--- src/design/psa_pkg.sv ---
`timescale 1ns / 1ps
package psa_pkg;

   localparam int PoolSize   = 1024;
   localparam int SlotWidth  = $clog2(PoolSize);
   localparam int CountWidth = SlotWidth + 1;
   localparam int WordBits   = 32;
   localparam int BitWidth   = $clog2(WordBits);
   localparam int RowCount   = PoolSize / WordBits;
   localparam int RowWidth   = $clog2(RowCount);

   localparam logic [1:0] StatusDone    = 2'd0;
   localparam logic [1:0] StatusFull    = 2'd1;
   localparam logic [1:0] StatusZeroVel = 2'd2;
   localparam logic [1:0] StatusBadPos  = 2'd3;

   localparam logic CmdAlloc = 1'b0;
   localparam logic CmdFree  = 1'b1;

   localparam logic [1:0] OpAlloc   = 2'd0;
   localparam logic [1:0] OpAllocZv = 2'd1;
   localparam logic [1:0] OpFree    = 2'd2;

   typedef struct packed {
      logic                 cmd;
      logic [SlotWidth-1:0] active_position;
      logic                 zero_velocity;
   } req_type;

   typedef struct packed {
      logic [1:0]            status;
      logic [SlotWidth-1:0]  slot;
      logic [CountWidth-1:0] active_count;
   } rsp_type;

   typedef struct packed {
      logic [1:0]           op;
      logic [SlotWidth-1:0] position;
   } op_type;

endpackage

--- src/design/psa_front.sv ---
`timescale 1ns / 1ps
module psa_front (
   input  logic              clock,
   input  logic              reset,
   input  logic              push,
   output logic              full,
   input  psa_pkg::req_type  req_data,
   output logic              op_valid,
   input  logic              op_take,
   output psa_pkg::op_type   op_data
);

   psa_pkg::op_type entry_ff [2];
   logic            wr_ptr_ff;
   logic            rd_ptr_ff;
   logic [1:0]      fill_ff;
   logic [1:0]      fill_in;
   logic            accept;
   logic            release_op;
   psa_pkg::op_type decoded;

   assign full       = (fill_ff == 2'd2);
   assign accept     = push && !full;
   assign op_valid   = (fill_ff != 2'd0);
   assign release_op = op_take && op_valid;
   assign op_data    = entry_ff[rd_ptr_ff];

   // sort the command so the back end only has to check pool state
   always_comb begin
      decoded.position = req_data.active_position;
      if (req_data.cmd == psa_pkg::CmdFree) begin
         decoded.op = psa_pkg::OpFree;
      end else if (req_data.zero_velocity) begin
         decoded.op = psa_pkg::OpAllocZv;
      end else begin
         decoded.op = psa_pkg::OpAlloc;
      end
   end

   always_comb begin
      unique case ({accept, release_op})
         2'b10:   fill_in = fill_ff + 2'd1;
         2'b01:   fill_in = fill_ff - 2'd1;
         default: fill_in = fill_ff;
      endcase
   end

   always_ff @(posedge clock) begin
      if (reset) begin
         wr_ptr_ff <= 1'b0;
         rd_ptr_ff <= 1'b0;
         fill_ff   <= 2'd0;
      end else begin
         fill_ff <= fill_in;
         if (accept) begin
            wr_ptr_ff <= !wr_ptr_ff;
         end
         if (release_op) begin
            rd_ptr_ff <= !rd_ptr_ff;
         end
      end
   end

   always_ff @(posedge clock) begin
      if (accept) begin
         entry_ff[wr_ptr_ff] <= decoded;
      end
   end

endmodule

--- config.mk ---
export PLATFORM = sky130hd
export DESIGN_NAME = psa_front
export DESIGN_NICKNAME = d
export VERILOG_FILES = /design/src/design/psa_pkg.sv /design/src/design/psa_front.sv
export SDC_FILE = /design/constraint.sdc
export NUM_CORES = 1
export LEC_CHECK = 0
export BUFFER_PORTS_ARGS = -buffer_cell sky130_fd_sc_hd__buf_2
export CAP_MARGIN = 20
export CORE_ASPECT_RATIO = 1.1
export CORE_MARGIN = 3
export CORE_UTILIZATION = 45
export CTS_BUF_LIST = sky130_fd_sc_hd__clkbuf_4 sky130_fd_sc_hd__clkbuf_8
export CTS_CLUSTER_DIAMETER = 80
export DETAILED_ROUTE_END_ITERATION = 10
export PLACE_DENSITY = 0.75
export SYNTH_ARGS = -nofsm -noshare
export SYNTH_HDL_FRONTEND = slang
export SYNTH_SLANG_ARGS = --single-unit
--- constraint.sdc ---
create_clock -name clock -period 1.8 [get_ports clock]
set_input_delay 0.09 -clock clock [delete_from_list [all_inputs] [get_ports clock]]
set_output_delay 0.09 -clock clock [all_outputs]
set_load 0.01 [all_outputs]
== Word level (Yosys, flattened, before mapping) ==
Memory sizes are Yosys's and may differ from the RTL's. A register that Yosys moved wholly into a read port is not among the register bits.
Index checks and enable logic that the tools add are counted.

* Add/subtract/negate cells: 2
* Equality and inequality tests: 3
* Multiplexer cells: 7
* Reductions and logical operators: 7

{| class="wikitable"
|+ Operators with widths
! kind !! number
|-
| 1-bit 2-to-1 mux || 5
|-
| 2-bit == test, second input constant || 2
|-
| 2-bit case mux with 2 select lines || 1
|-
| 2-bit nonzero test || 2
|-
| 1-bit logical NOT || 3
|-
| 2-bit by 1-bit adder with 2-bit output, second input constant || 1
|-
| 2-bit by 1-bit == test with 1-bit output, second input constant || 1
|-
| 1-bit logical AND || 2
|-
| 2-bit 2-to-1 mux || 1
|-
| 2-bit by 1-bit subtractor with 2-bit output, second input constant || 1
|}

* Register bits: 4
* Memory bits (writable): 24
* Input bits: 16
* Output and inout port bits: 14
* Memories kept: 1

{| class="wikitable"
|+ Memories
! name !! words !! bits a word !! rd ports !! clocked after memory_dff !! write ports !! RTL line !! text
|-
| entry_ff || 2 || 12 || 1 || 1 || 1 || psa_front.sv:13 || <nowiki>psa_pkg::op_type entry_ff [2];</nowiki>
|}

== Longest topological paths before layout ==
* Depth after elaboration: 5
* Depth in mapped cells: 6
* Mapped depth without buffers: 6

== Least setup slack after synthesis ==
OpenSTA, ideal clock, no wires.

* Kind: register -> register
* From: reg fill_ff[0]
* To: mem entry_ff[0][0] (netlist name), enable pin
* Setup time: 344 ps
* Arrival time: 1166 ps
* Required time: 1456 ps
* Setup slack: 290 ps
* Stages on the path, launching flop included: 5
* Period minus slack after synthesis: 1510 ps
* Cells stage by stage: dfxtp_1 > nand2b_2 > inv_2 > or3_1 > inv_1

* Longest elaborated chain between the ends: 5

{| class="wikitable"
|+ Ends and longest elaborated chain
! element !! RTL line !! text
|-
| from (decl) || psa_front.sv:16 || <nowiki>logic [1:0] fill_ff;</nowiki>
|-
| from (signal assigned) || psa_front.sv:54 || <nowiki>fill_ff <= fill_in;</nowiki>
|-
| 2-bit == test || psa_front.sv:22 || <nowiki>assign full = (fill_ff == 2'd2);</nowiki>
|-
| net full || psa_front.sv:6 || <nowiki>output logic full,</nowiki>
|-
| 1-bit logical NOT || psa_front.sv:23 || <nowiki>assign accept = push && !full;</nowiki>
|-
| 1-bit logical AND || psa_front.sv:23 ||
|-
| 1-bit 2-to-1 mux || psa_front.sv:65 || <nowiki>if (accept) begin</nowiki>
|-
| 1-bit 2-to-1 mux (implied by the code) || psa_front.sv:66 || <nowiki>entry_ff[wr_ptr_ff] <= decoded;</nowiki>
|-
| to (decl) || psa_front.sv:13 ||
|}

The timed path passes the listed nets, and every way through them passes these cells.

==> results.md <==
* Worst-skew pair later-pin latency at 0.31 ns
* Crit path kind: flip-flop to output port
* Max Slew Vio Count at 0
* DR pass1 iterations at 3
* PD cells at 1290 mW/mm^2
* Avg Cell Area, Syn at between 15 and 20 sq um
* IO Pins at 30
* Crit path buffers/inverters at 1
* Cell variety after synth at 19
* Total core area at around 0.0023 sq mm
* Logic gate share of total power at between 20% and 30%
* Final cycle utilization of the critical path at between 80% and 90%
* Fmax at 625 MHz
* CTS Hold Buffers Added at 12
* Die W at 53 microns
* Synth Flop Type: edfxtp_1
* Sequential element share of the synthesized area at 75.1%
* Netlist Area Pre-Place at 0.00109 sq mm
* Maximum vdd drop at 0.799 mV
* Final WS setup at roughly 0.2 ns
* Detail Route Antenna Nets at 0
* Die Ht at 57.7 microns
* Cts bufs inserted at 5
* Critical path cell sequence: mux2_2 -> buf_2
* Hold Crit Start: req_data[0]
* Hold path cells at 2
* Maximum fanout along the worst path at 12
* Grt ovf at 0
* Area grow syn2layout at 34.1%
* Routability cong. at ~0.64
* Via count at 685
* Clk sinks at 29
* Ant. Diodes at 0
* DRC Markers at 0
* Yosys warnings at 0
* Synth Register Bits at 29
* MaxCap Viol Count at 0
* DP Worst Slack at 0.276 ns
* Hold Path Sink: entry_ff[0][10]
* Largest net degree at the start of global routing at 13
* Final nets at 130
* I/O Buffers at 29
* Slowest-stage cell, CP: dfxtp_1
* CP Launch Type: flip-flop
* Crit. End Element: output port
* CTS tree: built
* Worst EP required at 1.71 ns
* Slowest stage delay, CP at approximately 0.65 ns
* Delay-heaviest family, CP: flip-flops
* Post-synth EDFFs at 24
* P_sw at 0.534 mW
* Wirelength per Cell at 12.8 microns
* Switching part of the total at 28.2%
* Min cycle time layout at 1.60 ns
* Cells after Synth at 64
* GRT Overall Usage at 14.6%
* Reg2reg setup slack at 0.26 ns
* Reg2reg path depth at 5
* Slew headroom at 65.3%
* Vias per cell at 4.76
* Crit path DAT at 1.51 ns
* Clock Pin Slew Worst Setup and Hold Paths at ~0.080 ns
* Starting Density at 48.1%
* Worst-margin pin slew at 0.520 ns
* Power share of the clock group at between 20% and 30%
* Iter 0 DRT Violations at 8
* R2r startpoint: fill_ff[0]
* Count of final setup violators at 0
* H-Tree Depth at 2
* Post_cts resized at 0
* RSZ-0062 raised after global routing: false
* CTS root buf: clkbuf_4
* Final hold vios at 0
* Commonest non-fill, non-tap cell in the layout: buf_2
* Internal cell power at 1.36 mW
* Overall routed net length at between 1500 and 2000 microns
* Static leakage at 0.593 nW
* Max Root-Sink Buffers at 2
* R2r endpoint: fill_ff[1]
* Syn Nets at 81
* FP Rows at 18
* Die ar. at 0.00306 sq mm
* First-pass GRT wire length at between 2000 and 3000 microns
* Outcome: complete, no violations
* Initial antenna violation count at 0
* Via count of the first global-routing pass at 686
* Clock Skews at 0.00564 ns
* Most frequent cells in the layout: 29 x buf_2, 24 x edfxtp_1, 12 x mux2_2, 12 x dlygate4sd3_1, 8 x clkbuf_4
* Dpl hpwl at 1220 microns
* Setup bufs post-CTS at 0
* Fraction of registers with async set/reset at 0%
* Fraction of layout cells with a size suffix above 1 at between 40 and 50%
* Seq pwr share at 49.8%
* Min-delay worst type: input pin to flip-flop
* TNS Setup at 0 ns
-- worst register-to-register path, cell delays in order (launching register included) --
cell and delay, ns:
dfxtp_1 0.42, nand2b_2 0.17, nand2_1 0.06, ha_1 0.33, or3_1 0.36, a21oi_1 0.14
-- layout make-up --
class,instances,area (sq um)
repair buffers,43,280
fillers,187,808
well taps,30,37.5
flip-flops and latches,29,821
inverters,3,11.3
multi-input cells,31,256
clock buffers,8,60.1
-- through the flow --
step / util, % / total power, mW / instance area (sq um) / cells / hold slack [ns]
finish: 64.5 / 1.90 / 1470 / 144 / 0.124
global placement: 56.5 / 1.49 / 1290 / 124 / 0.280
CTS: 64.5 / 1.93 / 1470 / 144 / 0.110
floorplan: - / 1.31 / 1090 / 64 / 0.159
detailed placement: 56.5 / 1.51 / 1290 / 124 / 0.283
global route: 64.5 / 2.03 / 1470 / 144 / 0.0940
-- synth_stat cells (2+ instances only) --
cell type	instances	area, sq um
inv_1	2	7.51
a21oi_1	2	10.0
o21ai_0	2	10.0
or3_1	2	12.5
xnor2_1	2	17.5
dfxtp_1	5	100
mux2_2	12	135
nor2_1	3	11.3
edfxtp_1	24	721
-- power by group through the flow --
stage	logic, mW	registers (mW)	clock network (mW)
floorplan	0.395	0.915	0
CTS	0.570	0.948	0.408
global placement	0.529	0.957	0
finish	0.563	0.945	0.389
global route	0.621	0.961	0.452
detailed placement	0.546	0.963	0
-- routing by layer --
metal | track usage, % | part of all wire, %
met4 | 7.66 | 2.2
met2 | 24.5 | 55
met1 | 13.4 | 36
met5 | 0 | 0
met3 | 8.74 | 6.8
-- worst max path at each step --
stage | slack, ns | cells after the start | endpoint
after CTS | 0.15 | 2 | op_data[10]
final | 0.20 | 2 | op_data[6]
after global placement | 0.36 | 5 | entry_ff[0][5]
after global routing | 0.09 | 2 | op_data[9]
after floorplan | 0.29 | 4 | entry_ff[0][0]
after detailed placement | 0.28 | 5 | fill_ff[1]
-- logic make-up after synthesis --
family	Yosys count	synth area share, %
compound gates	5	2.52
xor+xnor	3	2.40
fa+ha+maj	1	1.14
buf+inv	4	1.49
flops	29	75.1
mux	12	12.4
simple gates	10	5.03
-- state kept, by name, indices dropped and copies added, names as in the netlist, named ones only --
signal and count:
entry_ff 24, fill_ff 2, rd_ptr_ff 1, wr_ptr_ff 1
Power figures use the tool's default switching activity.
